`src/hdl/ktxhp_pkg.sv`:
```
// shared types, constants and helpers of the ktx 1.1 header parser
// no dependencies; used by every module of the parser
package ktxhp_pkg;

  localparam int unsigned POS_W   = 34;
  localparam int unsigned PEND_W  = 35;
  localparam int unsigned QDEPTH  = 4;
  localparam int unsigned QIDX_W  = 2;
  localparam int unsigned QCNT_W  = 3;

  typedef logic [POS_W-1:0]  pos_t;
  typedef logic [PEND_W-1:0] pend_t;

  localparam pos_t POS_MAX = {POS_W{1'b1}};
  localparam pos_t HDR_LEN = 34'd64;
  localparam pos_t MIN_LEN = 34'd68;
  localparam pos_t IDENT_LEN = 34'd12;

  localparam logic [31:0] ENDIAN_MARK  = 32'h0403_0201;
  localparam logic [31:0] GL_UBYTE     = 32'h0000_1401;
  localparam logic [31:0] GL_US565     = 32'h0000_8363;
  localparam logic [31:0] GL_RGB       = 32'h0000_1907;
  localparam logic [31:0] GL_RGBA      = 32'h0000_1908;
  localparam logic [31:0] IFMT_RGBA8   = 32'h0000_8058;
  localparam logic [31:0] IFMT_RGB565  = 32'h0000_8d62;
  localparam logic [31:0] GL_ETC1      = 32'h0000_8d64;

  // header word indexes (byte offset / 4)
  localparam logic [3:0] HW_ENDIAN  = 4'd3;
  localparam logic [3:0] HW_TYPE    = 4'd4;
  localparam logic [3:0] HW_FORMAT  = 4'd6;
  localparam logic [3:0] HW_IFORMAT = 4'd7;
  localparam logic [3:0] HW_WIDTH   = 4'd9;
  localparam logic [3:0] HW_HEIGHT  = 4'd10;
  localparam logic [3:0] HW_DEPTH   = 4'd11;
  localparam logic [3:0] HW_ARRAY   = 4'd12;
  localparam logic [3:0] HW_FACES   = 4'd13;
  localparam logic [3:0] HW_MIPS    = 4'd14;
  localparam logic [3:0] HW_KVLEN   = 4'd15;

  typedef enum logic [1:0] {
    FMT_ETC1     = 2'd0,
    FMT_RGB565   = 2'd1,
    FMT_RGBA8888 = 2'd2,
    FMT_NONE     = 2'd3
  } fmt_t;

  typedef enum logic [3:0] {
    ST_OK         = 4'd0,
    ST_BAD_HEADER = 4'd1,
    ST_ENDIAN     = 4'd2,
    ST_FORMAT     = 4'd3,
    ST_SHAPE      = 4'd4,
    ST_SIZE_WORD  = 4'd5,
    ST_PAYLOAD    = 4'd6,
    ST_DIMS       = 4'd7,
    ST_MISMATCH   = 4'd8
  } status_t;

  typedef enum logic {
    KIND_PAYLOAD = 1'b0,
    KIND_STATUS  = 1'b1
  } kind_t;

  typedef struct packed {
    kind_t       kind;
    logic [7:0]  pb;
    status_t     st;
    fmt_t        pf;
    logic [31:0] w;
    logic [31:0] h;
    logic        last;
  } result_t;

  // up to two results pushed per accepted word, e0 first
  typedef struct packed {
    logic [1:0] n;
    result_t    e0;
    result_t    e1;
  } push_t;

  function automatic logic [7:0] ident_byte(input logic [3:0] idx);
    logic [7:0] v;
    case (idx)
      4'd0:    v = 8'hab;
      4'd1:    v = 8'h4b;
      4'd2:    v = 8'h54;
      4'd3:    v = 8'h58;
      4'd4:    v = 8'h20;
      4'd5:    v = 8'h31;
      4'd6:    v = 8'h31;
      4'd7:    v = 8'hbb;
      4'd8:    v = 8'h0d;
      4'd9:    v = 8'h0a;
      4'd10:   v = 8'h1a;
      4'd11:   v = 8'h0a;
      default: v = 8'h00;
    endcase
    return v;
  endfunction

  function automatic fmt_t decode_fmt(input logic [31:0] t0, input logic [31:0] t1,
                                      input logic [31:0] t2);
    fmt_t f;
    if (t0 == 32'd0 && t1 == 32'd0 && t2 == GL_ETC1)
      f = FMT_ETC1;
    else if (t0 == GL_US565 && t1 == GL_RGB && t2 == IFMT_RGB565)
      f = FMT_RGB565;
    else if (t0 == GL_UBYTE && t1 == GL_RGBA && t2 == IFMT_RGBA8)
      f = FMT_RGBA8888;
    else
      f = FMT_NONE;
    return f;
  endfunction

  function automatic logic dims_ok(input logic [31:0] w, input logic [31:0] h);
    return (w != 32'd0) && !w[31] && (h != 32'd0) && !h[31];
  endfunction

endpackage

```
`src/hdl/ktxhp_size.sv`:
```
// expected payload size: one multiply stage, then one scaling stage
// depends on ktxhp_pkg
module ktxhp_size (
  input  logic             clk,
  input  logic [31:0]      width,
  input  logic [31:0]      height,
  input  ktxhp_pkg::fmt_t  fmt,
  output logic [63:0]      exp_size
);

  logic [31:0] op_a;
  logic [31:0] op_b;
  logic [32:0] w_rnd;
  logic [32:0] h_rnd;
  logic [1:0]  sh_nxt;
  logic [1:0]  sh_r;
  logic [63:0] prod_r;
  logic [63:0] exp_r;

  assign w_rnd = {1'b0, width} + 33'd3;
  assign h_rnd = {1'b0, height} + 33'd3;

  always_comb begin
    op_a   = width;
    op_b   = height;
    sh_nxt = 2'd0;
    case (fmt)
      ktxhp_pkg::FMT_ETC1: begin
        // 4x4 blocks of 8 bytes
        op_a   = {1'b0, w_rnd[32:2]};
        op_b   = {1'b0, h_rnd[32:2]};
        sh_nxt = 2'd3;
      end
      ktxhp_pkg::FMT_RGB565:   sh_nxt = 2'd1;
      ktxhp_pkg::FMT_RGBA8888: sh_nxt = 2'd2;
      default:                 sh_nxt = 2'd0;
    endcase
  end

  always_ff @(posedge clk) begin
    prod_r <= op_a * op_b;
    sh_r   <= sh_nxt;
    exp_r  <= prod_r << sh_r;
  end

  assign exp_size = exp_r;

endmodule

```
`src/hdl/ktxhp_parse.sv`:
```
// byte-serial header walker: identifier, header words, size word, payload window, status
// depends on ktxhp_pkg; takes the expected size from ktxhp_size
module ktxhp_parse (
  input  logic                 clk,
  input  logic                 rst_n,
  input  logic                 acc,
  input  logic [7:0]           file_byte,
  input  logic                 end_of_file,
  input  logic [63:0]          exp_size,
  output logic [31:0]          width,
  output logic [31:0]          height,
  output ktxhp_pkg::fmt_t      fmt,
  output ktxhp_pkg::push_t     push
);

  ktxhp_pkg::pos_t    p_r, p_nxt, p_inc, len;
  logic [31:0]        ws_r, ws_nxt, ws_sh;
  ktxhp_pkg::status_t fe_r, fe_nxt, st;
  logic [31:0]        t0_r, t0_nxt, t1_r, t1_nxt;
  ktxhp_pkg::fmt_t    fmt_r, fmt_nxt;
  logic [31:0]        w_r, w_nxt, h_r, h_nxt;
  ktxhp_pkg::pos_t    ps_r, ps_nxt, ps4_r, ps4_nxt;
  logic [31:0]        isw_r, isw_nxt;
  ktxhp_pkg::pend_t   pend_r, pend_nxt;
  ktxhp_pkg::result_t pay, sts;
  logic               live, pay_v;

  assign live  = (p_r != ktxhp_pkg::POS_MAX);
  assign p_inc = p_r + 34'd1;
  assign ws_sh = {file_byte, ws_r[31:8]};

  always_comb begin
    p_nxt    = p_r;
    ws_nxt   = ws_r;
    fe_nxt   = fe_r;
    t0_nxt   = t0_r;
    t1_nxt   = t1_r;
    fmt_nxt  = fmt_r;
    w_nxt    = w_r;
    h_nxt    = h_r;
    ps_nxt   = ps_r;
    ps4_nxt  = ps4_r;
    isw_nxt  = isw_r;
    pend_nxt = pend_r;
    pay_v    = 1'b0;
    st       = ktxhp_pkg::ST_OK;

    if (live) begin
      if (p_r < ktxhp_pkg::IDENT_LEN && file_byte != ktxhp_pkg::ident_byte(p_r[3:0]) &&
          fe_nxt == ktxhp_pkg::ST_OK)
        fe_nxt = ktxhp_pkg::ST_BAD_HEADER;
      if (p_r < ktxhp_pkg::HDR_LEN) begin
        ws_nxt = ws_sh;
        if (p_r[1:0] == 2'd3) begin
          case (p_r[5:2])
            ktxhp_pkg::HW_ENDIAN:
              if (ws_sh != ktxhp_pkg::ENDIAN_MARK && fe_nxt == ktxhp_pkg::ST_OK)
                fe_nxt = ktxhp_pkg::ST_ENDIAN;
            ktxhp_pkg::HW_TYPE:    t0_nxt = ws_sh;
            ktxhp_pkg::HW_FORMAT:  t1_nxt = ws_sh;
            ktxhp_pkg::HW_IFORMAT: begin
              fmt_nxt = ktxhp_pkg::decode_fmt(t0_r, t1_r, ws_sh);
              if (fmt_nxt == ktxhp_pkg::FMT_NONE && fe_nxt == ktxhp_pkg::ST_OK)
                fe_nxt = ktxhp_pkg::ST_FORMAT;
            end
            ktxhp_pkg::HW_WIDTH:  w_nxt = ws_sh;
            ktxhp_pkg::HW_HEIGHT: h_nxt = ws_sh;
            ktxhp_pkg::HW_DEPTH, ktxhp_pkg::HW_ARRAY:
              if (ws_sh != 32'd0 && fe_nxt == ktxhp_pkg::ST_OK)
                fe_nxt = ktxhp_pkg::ST_SHAPE;
            ktxhp_pkg::HW_FACES:
              if (ws_sh != 32'd1 && fe_nxt == ktxhp_pkg::ST_OK)
                fe_nxt = ktxhp_pkg::ST_SHAPE;
            ktxhp_pkg::HW_MIPS:
              if (ws_sh > 32'd1 && fe_nxt == ktxhp_pkg::ST_OK)
                fe_nxt = ktxhp_pkg::ST_SHAPE;
            ktxhp_pkg::HW_KVLEN: begin
              ps_nxt   = ktxhp_pkg::HDR_LEN + {2'b00, ws_sh};
              ps4_nxt  = ktxhp_pkg::MIN_LEN + {2'b00, ws_sh};
              pend_nxt = {1'b0, ktxhp_pkg::MIN_LEN + {2'b00, ws_sh}};
            end
            default: ;
          endcase
        end
      end else if (p_r >= ps_r && p_r < ps4_r) begin
        ws_nxt = ws_sh;
        if (p_inc == ps4_r) begin
          isw_nxt  = ws_sh;
          pend_nxt = {1'b0, ps4_r} + {3'b000, ws_sh};
        end
      end else if (p_r >= ps4_r && {1'b0, p_r} < pend_r) begin
        pay_v = (fe_r == ktxhp_pkg::ST_OK);
      end
      p_nxt = p_inc;
    end

    len = p_nxt;
    if (len < ktxhp_pkg::MIN_LEN)                      st = ktxhp_pkg::ST_BAD_HEADER;
    else if (fe_nxt != ktxhp_pkg::ST_OK)               st = fe_nxt;
    else if (len < ps4_nxt)                            st = ktxhp_pkg::ST_SIZE_WORD;
    else if ({1'b0, len} < pend_nxt)                   st = ktxhp_pkg::ST_PAYLOAD;
    else if (!ktxhp_pkg::dims_ok(w_nxt, h_nxt))        st = ktxhp_pkg::ST_DIMS;
    else if ({32'd0, isw_nxt} != exp_size)             st = ktxhp_pkg::ST_MISMATCH;
    else                                               st = ktxhp_pkg::ST_OK;

    pay.kind = ktxhp_pkg::KIND_PAYLOAD;
    pay.pb   = file_byte;
    pay.st   = ktxhp_pkg::ST_OK;
    pay.pf   = fmt_r;
    pay.w    = w_r;
    pay.h    = h_r;
    pay.last = !end_of_file;

    sts.kind = ktxhp_pkg::KIND_STATUS;
    sts.pb   = 8'd0;
    sts.st   = st;
    sts.pf   = (st == ktxhp_pkg::ST_OK) ? fmt_nxt : ktxhp_pkg::FMT_ETC1;
    sts.w    = (st == ktxhp_pkg::ST_OK) ? w_nxt : 32'd0;
    sts.h    = (st == ktxhp_pkg::ST_OK) ? h_nxt : 32'd0;
    sts.last = 1'b1;

    push.e0 = pay_v ? pay : sts;
    push.e1 = sts;
    push.n  = 2'd0;
    if (acc)
      push.n = {1'b0, pay_v} + {1'b0, end_of_file};

    // end of file: back to the reset state for the next file
    if (end_of_file) begin
      p_nxt    = '0;
      ws_nxt   = '0;
      fe_nxt   = ktxhp_pkg::ST_OK;
      t0_nxt   = '0;
      t1_nxt   = '0;
      fmt_nxt  = ktxhp_pkg::FMT_NONE;
      w_nxt    = '0;
      h_nxt    = '0;
      ps_nxt   = ktxhp_pkg::HDR_LEN;
      ps4_nxt  = ktxhp_pkg::MIN_LEN;
      isw_nxt  = '0;
      pend_nxt = {1'b0, ktxhp_pkg::MIN_LEN};
    end
  end

  always_ff @(posedge clk) begin
    if (!rst_n) begin
      p_r    <= '0;
      ws_r   <= '0;
      fe_r   <= ktxhp_pkg::ST_OK;
      t0_r   <= '0;
      t1_r   <= '0;
      fmt_r  <= ktxhp_pkg::FMT_NONE;
      w_r    <= '0;
      h_r    <= '0;
      ps_r   <= ktxhp_pkg::HDR_LEN;
      ps4_r  <= ktxhp_pkg::MIN_LEN;
      isw_r  <= '0;
      pend_r <= {1'b0, ktxhp_pkg::MIN_LEN};
    end else if (acc) begin
      p_r    <= p_nxt;
      ws_r   <= ws_nxt;
      fe_r   <= fe_nxt;
      t0_r   <= t0_nxt;
      t1_r   <= t1_nxt;
      fmt_r  <= fmt_nxt;
      w_r    <= w_nxt;
      h_r    <= h_nxt;
      ps_r   <= ps_nxt;
      ps4_r  <= ps4_nxt;
      isw_r  <= isw_nxt;
      pend_r <= pend_nxt;
    end
  end

  assign width  = w_r;
  assign height = h_r;
  assign fmt    = fmt_r;

endmodule

```
`src/hdl/ktxhp_fifo.sv`:
```
// four-entry result queue, takes up to two results per cycle, gives one
// depends on ktxhp_pkg
module ktxhp_fifo (
  input  logic                         clk,
  input  logic                         rst_n,
  input  ktxhp_pkg::push_t             push,
  input  logic                         pop,
  output ktxhp_pkg::result_t           head,
  output logic [ktxhp_pkg::QCNT_W-1:0] cnt
);

  ktxhp_pkg::result_t                  mem_r [ktxhp_pkg::QDEPTH];
  logic [ktxhp_pkg::QIDX_W-1:0]        wp_r, wp_nxt, rp_r, rp_nxt, wp_1;
  logic [ktxhp_pkg::QCNT_W-1:0]        cnt_r, cnt_nxt;

  assign wp_1    = wp_r + 2'd1;
  assign wp_nxt  = wp_r + push.n;
  assign rp_nxt  = rp_r + {1'b0, pop};
  assign cnt_nxt = cnt_r + {1'b0, push.n} - {2'b00, pop};

  always_ff @(posedge clk) begin
    if (push.n != 2'd0)
      mem_r[wp_r] <= push.e0;
    if (push.n == 2'd2)
      mem_r[wp_1] <= push.e1;
  end

  always_ff @(posedge clk) begin
    if (!rst_n) begin
      wp_r  <= '0;
      rp_r  <= '0;
      cnt_r <= '0;
    end else begin
      wp_r  <= wp_nxt;
      rp_r  <= rp_nxt;
      cnt_r <= cnt_nxt;
    end
  end

  assign head = mem_r[rp_r];
  assign cnt  = cnt_r;

endmodule

```
`src/hdl/ktx1_texture_header_parser_unit.sv`:
```
// ktx 1.1 texture header parser: walks a container one word (byte) per cycle while
// in_tready is high, which needs room in the result queue for two results
// a final word with payload gives two results
// rate is set by the four-entry result queue, which pops one result per out_tready cycle
// reset: rst_n synchronous active low; clears parser state and the queue
// depends on ktxhp_pkg, ktxhp_parse, ktxhp_size, ktxhp_fifo
module ktx1_texture_header_parser_unit (
  input  logic        clk,
  input  logic        rst_n,
  // input channel
  input  logic        in_tvalid,
  output logic        in_tready,
  input  logic [7:0]  in_tdata,   // [7:0] file_byte
  input  logic        in_tlast,   // end_of_file
  // result channel
  output logic        out_tvalid,
  input  logic        out_tready,
  // [7:0] payload_byte, [11:8] status_code, [13:12] pixel_format,
  // [45:14] image_width, [77:46] image_height, [79:78] zero
  output logic [79:0] out_tdata,
  output logic        out_tuser,  // result_kind
  output logic        out_tlast   // run_last
);

  logic                          in_acc;
  logic                          out_acc;
  logic [31:0]                   hdr_w;
  logic [31:0]                   hdr_h;
  ktxhp_pkg::fmt_t               hdr_fmt;
  logic [63:0]                   exp_size;
  ktxhp_pkg::push_t              push;
  ktxhp_pkg::result_t            head;
  logic [ktxhp_pkg::QCNT_W-1:0]  q_cnt;

  // a word is taken only while the queue has room for two results
  assign in_tready = (q_cnt < 3'(ktxhp_pkg::QDEPTH - 1));
  assign in_acc    = in_tvalid && in_tready;
  assign out_tvalid = (q_cnt != '0);
  assign out_acc    = out_tvalid && out_tready;

  // header walk, payload window and status
  ktxhp_parse u_parse (
    .clk         (clk),
    .rst_n       (rst_n),
    .acc         (in_acc),
    .file_byte   (in_tdata),
    .end_of_file (in_tlast),
    .exp_size    (exp_size),
    .width       (hdr_w),
    .height      (hdr_h),
    .fmt         (hdr_fmt),
    .push        (push)
  );

  // size product is registered in prod_r and then scaled into exp_r, long before a status
  ktxhp_size u_size (
    .clk      (clk),
    .width    (hdr_w),
    .height   (hdr_h),
    .fmt      (hdr_fmt),
    .exp_size (exp_size)
  );

  // result queue decouples the two sides
  ktxhp_fifo u_fifo (
    .clk   (clk),
    .rst_n (rst_n),
    .push  (push),
    .pop   (out_acc),
    .head  (head),
    .cnt   (q_cnt)
  );

  assign out_tdata = {2'b00, head.h, head.w, head.pf, head.st, head.pb};
  assign out_tuser = head.kind;
  assign out_tlast = head.last;

  // queue never overfills
  a_q_bound: assert property (@(posedge clk) disable iff (!rst_n)
    q_cnt <= 3'(ktxhp_pkg::QDEPTH))
    else $error("result queue overflow");

  // two results only for an accepted final word
  a_two_eof: assert property (@(posedge clk) disable iff (!rst_n)
    push.n == 2'd2 |-> in_acc && in_tlast)
    else $error("double push without end of file");

  // status results close the run
  a_status_last: assert property (@(posedge clk) disable iff (!rst_n)
    out_tvalid && out_tuser |-> out_tlast)
    else $error("status result not marked last");

  // failed status carries no image info
  a_fail_zero: assert property (@(posedge clk) disable iff (!rst_n)
    out_tvalid && out_tuser && head.st != ktxhp_pkg::ST_OK |->
      head.w == 32'd0 && head.h == 32'd0)
    else $error("failed status with image info");

endmodule

```
`config.mk`:
```
export PLATFORM = sky130hd
export DESIGN_NAME = ktx1_texture_header_parser_unit
export DESIGN_NICKNAME = d
export VERILOG_FILES = /design/src/hdl/ktxhp_pkg.sv /design/src/hdl/ktxhp_size.sv /design/src/hdl/ktxhp_parse.sv /design/src/hdl/ktxhp_fifo.sv /design/src/hdl/ktx1_texture_header_parser_unit.sv
export SDC_FILE = /design/constraint.sdc
export NUM_CORES = 2
export LEC_CHECK = 0
export ABC_AREA = 0
export BUFFER_PORTS_ARGS = -buffer_cell sky130_fd_sc_hd__buf_2
export CELL_PAD_IN_SITES_DETAIL_PLACEMENT = 1
export CELL_PAD_IN_SITES_GLOBAL_PLACEMENT = 1
export CORE_ASPECT_RATIO = 0.6
export CORE_UTILIZATION = 35
export CTS_CLUSTER_DIAMETER = 50
export DETAILED_ROUTE_END_ITERATION = 16
export GPL_ROUTABILITY_DRIVEN = 0
export GPL_TIMING_DRIVEN = 0
export PLACE_DENSITY_LB_ADDON = 0.15
export SYNTH_ARGS = -nofsm -noshare
export SYNTH_HDL_FRONTEND = slang
export SYNTH_SLANG_ARGS = --single-unit
```
`constraint.sdc`:
```
create_clock -name clk -period 13.8 [get_ports clk]
set_input_delay 2.76 -clock clk [delete_from_list [all_inputs] [get_ports clk]]
set_output_delay 2.76 -clock clk [all_outputs]
set_load 0.02 [all_outputs]
```
# [Yosys cells after proc, flatten, opt, wreduce, memory -nomap -nowiden]
# Memory sizes are Yosys's and may differ from the RTL's. A register that Yosys moved wholly into a read port is not among the register bits.
# Cells that the tools add are included.
[classes] addsub=12 multipliers=1 n_lt_le_gt_ge=11 eq_ne=29 shifts=1 n_mux=98 reduce_logical=47
[ops] cell="two-way mux 32 bit" count=33
[ops] cell="two-way mux 34 bit" count=12
[ops] cell="two-way mux 35 bit" count=7
[ops] cell="equality test 32 x 16 -> 1 bit (second input constant)" count=4
[ops] cell="equality test 32 x 13 -> 1 bit (second input constant)" count=3
[ops] cell="nonzero test 32 bit" count=3
[ops] cell="two-way mux 80 bit" count=1
[ops] cell="two-way mux 4 bit" count=19
[ops] cell="< comparator 34 x 35 -> 1 bit" count=2
[ops] cell="greater-or-equal comparator 34 bit" count=2
[ops] cell="< comparator 34 bit" count=2
[ops] cell="< comparator 34 x 7 -> 1 bit (second input constant)" count=2
[ops] cell="adder 32 x 2 -> 33 bit (second input constant)" count=2
[ops] cell="adder 7 x 32 -> 33 bit (first input constant)" count=2
[ops] cell="zero test 32 bit" count=2
[ops] cell="multiplier 32 x 32 -> 64 bit" count=1
[ops] cell="inequality test 32 x 64 -> 1 bit" count=1
[ops] cell="left shift 64 x 2 -> 64 bit" count=1
[ops] cell="adder 34 x 32 -> 35 bit" count=1
[ops] cell="adder 34 x 1 -> 34 bit (second input constant)" count=1
[ops] cell="equality test 34 bit" count=1
[ops] cell="< comparator 34 x 4 -> 1 bit (second input constant)" count=1
[ops] cell="inequality test 34 bit (second input constant)" count=1
[ops] cell="greater-than comparator 32 x 1 -> 1 bit (second input constant)" count=1
[ops] cell="other kinds (30)" count=94
[totals] regBits=472 mem_bits_rw=320 romBits=128 output_inout_bits=84 n_memories=2
[mem_list] name="u_fifo.mem_r" depth=4 width=80 rd=1 rd_clocked_by_memory_dff=1 write_ports=2 line="ktxhp_fifo.sv:12" text="ktxhp_pkg::result_t mem_r [ktxhp_pkg::QDEPTH];"
[mem_list] name="(name not given)" depth=16 width=8 rd=1 rd_clocked_by_memory_dff=1 write_ports=0 line="ktxhp_pkg.sv:84" text="case (idx)"

# [Depth between registers and ports, before layout]
[depth] ltp_word=23 ltp_mapped=44 mapped_depth_nobuf=42

# [Cells and area by module]
# Synthesis repeated with hierarchy kept, for this count alone.
[hier_totals] cells_unflattened=8499 hier_area_um2=80485.9
[by_module_without_submodules] module="ktxhp_size" n_inst=1 cells_per_inst=4321 area_per_inst_um2=38488.2
[by_module_without_submodules] module="ktxhp_parse" n_inst=1 cells_per_inst=3357 area_per_inst_um2=26190.1
[by_module_without_submodules] module="ktxhp_fifo" n_inst=1 cells_per_inst=814 area_per_inst_um2=15757.6
[by_module_without_submodules] module="ktx1_texture_header_parser_unit" n_inst=1 cells_per_inst=7 area_per_inst_um2=50.0

# [Worst setup path before layout]
# No wires, ideal clock.
[synth_timing] path_kind="register -> register" start="reg u_parse.h_r[5] (netlist: u_parse.height[5])" end="reg u_size.prod_r[63]" arrival_ns=9.959 slack_ns=3.769 path_stages_with_launch=39 path_buffers=2 synth_period_minus_slack_ns=10.031 path_cell_list="dfxtp_1 -> clkbuf_1 -> inv_1 -> nor3_1 -> and4_1 -> and2_1 -> and4_1 -> and3_1 -> nand4_1 -> or4_1 -> o221ai_1 -> clkbuf_1 -> nand2_1 -> fa_1 -> inv_1 -> fa_1 -> fa_1 -> fa_1 -> [... 3 more ...] -> inv_1 -> fa_1 -> inv_1 -> ha_1 -> a21o_1 -> a21o_1 -> a21o_1 -> a21o_1 -> a2111oi_0 -> nor3_1 -> o311ai_0 -> a21oi_1 -> nor2_1 -> o21bai_1 -> o21ai_0 -> o21ai_0 -> a21oi_1 -> xnor2_1"
[synth_via] elab_chain_cells=3
[synth_rtl] element="from (decl)" line="ktxhp_parse.sv:21" text="logic [31:0] w_r, w_nxt, h_r, h_nxt;"
[synth_rtl] element="from (signal assigned)" line="ktxhp_parse.sv:167" text="h_r <= h_nxt;"
[synth_rtl] element="adder 32 x 2 -> 33 bit" line="ktxhp_size.sv:21" text="assign h_rnd = {1'b0, height} + 33'd3;"
[synth_rtl] element="two-way mux 32 bit *" line="ktxhp_size.sv:27" text="case (fmt)"
[synth_rtl] element="multiplier 32 x 32 -> 64 bit *" line="ktxhp_size.sv:41" text="prod_r <= op_a * op_b;"
[synth_rtl] element="to (signal assigned)" line="ktxhp_size.sv:41"
[synth_rtl] element="to (decl)" line="ktxhp_size.sv:17" text="logic [63:0] prod_r;"
# Mark *: on every way between the ends. The rest lies on a longest branch, timed or not.
# A chain may end at the register's enable or synchronous reset.

==> metrics.md <==
| Metric | Value |
|---|---|
| IO buf count | `93` |
| Via count of the first global-routing pass | `65200` |
| Dpl cell area | `80500 µm²` |
| Core area | `216000 µm²` |
| Root buffer cell | `clkbuf_16` |
| Hold Crit Class | `flop to flop` |
| Final Net Count | `9751` |
| Setup TNS | `-5.77 ns` |
| Post-DP HPWL | `322000 µm` |
| CTS Buffer Depth | `3` |
| Internal power | `4230 µW` |
| Die width | `603 µm` |
| Clock power share | `41.6%` |
| Global route hottest layer | `met1` |
| Die Area | `219000 µm²` |
| Routing usage on met3 | `19.6%` |
| Critical Path Fanout Max | `10` |
| Pin count of the biggest net entering global routing | `50` |
| Final Cell Area | `83900 µm²` |
| Total length of routed wires | `387000 µm` |
| Synth Area in Compound Gates | `10.6%` |
| First-pass DRT Iterations | `6` |
| Total grt overflow | `0` |
| PD cells | `75.1 nW/µm²` |
| Fmax | `72.0 MHz` |
| CTS tree | `yes` |
| GRT Total Usage | `34.8%` |
| Routed WL per cell | `34.1 µm` |
| Crit start category | `flop` |
| Tcrit/Tclk final | `101%` |
| Net Sw Power | `2070 µW` |
| Rows | `132` |
| # DRC | `0` |
| Yosys cell types | `95` |
| Via count | `67800` |
| Flop and latch count out of synthesis | `791` |
| Syn Inst Count | `8158` |
| Initial Util | `35.2%` |
| Reg power frac | `39.8%` |
| Die Ht | `363 µm` |
| VDD IR max | `103 µV` |
| Leakage | `0.0360 µW` |
| Area Growth Syn to Fin | `10.5%` |
| Yosys warns | `0` |
| RSZ-0062 raised after global routing | `yes` |
| # setup viols final | `150` |
| Outcome | `finished with violations` |
| Max cap viols | `20` |
| Rel. slew slack | `-15.6%` |
| Global Route met1 Usage | `54.5%` |
| Detailed Route Iter0 Violations | `10000` |
| Vias/cell | `5.97` |
| Nature of the critical path endpoint | `flop` |
| Async set or reset register ratio after synthesis | `0%` |
| Worst-margin pin slew | `1.73 ns` |
| Main combinational cell family by area after synthesis | `adder cells` |
| Simple logic cell fraction of the synthesized area | `17.2%` |
| Multiplexer area fraction after synthesis | `4.93%` |
| Setup ws final | `-0.0980 ns` |
| Average cell area after synthesis | `9.31 µm²` |
| Adder-cell area share of the yosys netlist | `31.5%` |
| # Post-CTS Setup Buffers | `0` |
| Critical path arrival | `14.47 ns` |
| # IOs | `97` |
| Clock-pin transition on the worst setup and hold timing paths | `0.07 ns` |
| Final Hold Viols | `0` |
| # hold bufs at CTS | `0` |
| CTS buffer count | `89` |
| Number of synthesized flops with an enable pin | `280` |
| Global-route wire length before repair | `530000 µm` |
| Clock sink count | `791` |
| Switching Share | `32.8%` |
| Combinational share of power | `18.6%` |
| Htree depth | `3` |
| Met2 Track Usage GR | `39.2%` |
| Routed Antenna Nets | `0` |
| Ys flop type | `dfxtp_1` |
| Slew Limit Fails | `122` |
| Final min period | `13.90 ns` |
| Initial antenna violation count | `53` |
| Syn Std Cell Area | `75900 µm²` |
| Setup Skew | `0.101 ns` |
| Kind of critical path | `flop to flop` |
| Synth Area in XOR/XNOR | `3.13%` |
| Layout cell share with drive strength beyond 1 | `6.71%` |
| Latest clock arrival within the worst-skew pair | `0.74 ns` |
| WP data required | `14.37 ns` |
| Violated checks | `capacitance limit, slew limit, setup timing` |
| Sequential element share of the synthesized area | `24.5%` |
-- power by group through the flow --
stage                     sequential [µW]  clock [µW]  combinational [µW]
final                                2510        2620                1170
after global routing                 2510        2720                1200
after CTS                            2500        2630                1140
after detailed placement             2550           0                1140
after global placement               2560           0                1120
after floorplan                      2540           0                 644
-- cell usage in the layout, fill, tap and decap left out, types with 38 or more instances in the layout --
cell / netlist / layout
inv_1: 1077 / 1073
nor4_1: 76 / 75
mux2i_1: 56 / 56
nand4_1: 96 / 96
mux4_2: 140 / 140
fa_1: 898 / 898
diode_2: 0 / 38
nand3_1: 113 / 113
dfxtp_1: 511 / 510
clkbuf_16: 0 / 90
buf_2: 12 / 106
nor3_1: 71 / 67
edfxtp_1: 280 / 280
and3_1: 75 / 75
nand2b_1: 43 / 43
o21ai_0: 167 / 166
a21o_1: 147 / 147
a22oi_1: 153 / 153
nor2_1: 712 / 709
clkbuf_1: 443 / 422
xor2_1: 108 / 108
xnor2_1: 156 / 156
nor2b_1: 239 / 235
a21oi_1: 240 / 222
clkbuf_2: 19 / 45
a21boi_0: 75 / 74
ha_1: 476 / 476
and2_1: 327 / 327
o22ai_1: 65 / 64
nand2_1: 894 / 894
buf_1: 43 / 42
-- sequential cells by signal, indices dropped and copies added (netlist names), 33 cells and up, named ones only --
signal	count
u_fifo.mem_r	320
u_parse.p_r	34
u_parse.pend_r	35
u_parse.ps4_r	34
u_parse.ps_r	33
u_size.exp_size	64
u_size.prod_r	64
-- cell usage after synthesis (71+ instances only) --
cell / count / area, µm²
mux4_2: 140 / 3150
a22oi_1: 153 / 1150
o21ai_0: 167 / 836
nor2b_1: 239 / 1500
nand2_1: 894 / 3360
nand4_1: 96 / 601
nor3_1: 71 / 355
a21boi_0: 75 / 563
fa_1: 898 / 18000
nor2_1: 712 / 2670
xor2_1: 108 / 946
dfxtp_1: 511 / 10200
nand3_1: 113 / 566
ha_1: 476 / 5960
a21o_1: 147 / 1100
clkbuf_1: 443 / 1660
a21oi_1: 240 / 1200
xnor2_1: 156 / 1370
inv_1: 1077 / 4040
and3_1: 75 / 469
nor4_1: 76 / 475
and2_1: 327 / 2050
edfxtp_1: 280 / 8410
-- cell families after synthesis --
kind of cell | after synthesis
AO/OA/AOI/OAI | 1182
XOR/XNOR | 267
adder cells (fa/ha/maj) | 1374
buffers and inverters | 1605
flip-flops | 791
multiplexers | 199
other | 1
AND/OR/NAND/NOR | 2739
-- layer usage --
metal  vias up  routed length (µm)
met5         -                 598
met3       485               66900
li1      27300                   -
met4        24                7820
met2      4483              129000
met1     35500              183000
-- final timing paths --
path / startpoint / to / slack [ns] / cells after the start
worst min-delay path: u_parse.t0_r[28] / u_parse.t0_r[28] / 0.47 / 2
worst max-delay path: u_parse.p_r[1] / u_fifo.mem_r[1][42] / -0.1 / 27
worst min register to register: u_parse.t0_r[28] / u_parse.t0_r[28] / 0.47 / 2
worst max register to register: u_parse.p_r[1] / u_fifo.mem_r[1][42] / -0.1 / 27
-- worst max-delay path, cell delays in order (launching register included) --
cell	delay, ns
dfxtp_1	0.70
ha_1	0.40
nand3_2	0.26
nor3_2	0.96
nand4_1	0.63
o2bb2ai_1	0.39
nor4bb_1	0.65
nand4_1	0.52
nor4_2	0.67
and4b_1	0.36
buf_6	0.27
clkbuf_1	1.15
clkbuf_1	0.95
nand2_1	0.11
o211ai_1	0.14
o221ai_1	0.22
ha_1	0.38
nand4_1	0.25
nor4_2	1.20
o2111ai_1	0.72
nor2_1	0.47
o211ai_1	0.22
and2_1	0.25
o31ai_1	0.30
o2111ai_2	0.39
o22ai_2	0.65
clkbuf_2	0.37
and2_1	0.19
-- metrics by stage --
step	total power [µW]	utilization (%)	setup WS, ns	hold WS [ns]	instances
CTS	6270	38.8	0.0134	0.466	11300
detailed placement	3690	37.3	-0.531	0.452	11200
global route	6430	38.8	-0.00663	0.481	11300
floorplan	3190	-	3.77	0.431	8159
global placement	3680	37.1	-1.88	0.441	11100
finish	6300	38.9	-0.0980	0.465	11400
-- layout make-up --
cell class / instances / area [µm²]
sequential: 791 / 18600
clock inverter: 54 / 717
inverter: 1077 / 4050
clock buffer: 113 / 2440
buffer: 523 / 2130
timing repair buffer: 119 / 845
fill: 25000 / 132000
multi-input combinational: 5763 / 51400
antenna: 38 / 95.1
tap: 2881 / 3600
-- timing repair --
item | CTS | global route
gates resized for setup | 5 | 81
pin swaps | 0 | 0
endpoints found under the setup margin | 5 | 11
Note: power is estimated with default switching activity, not from simulation.
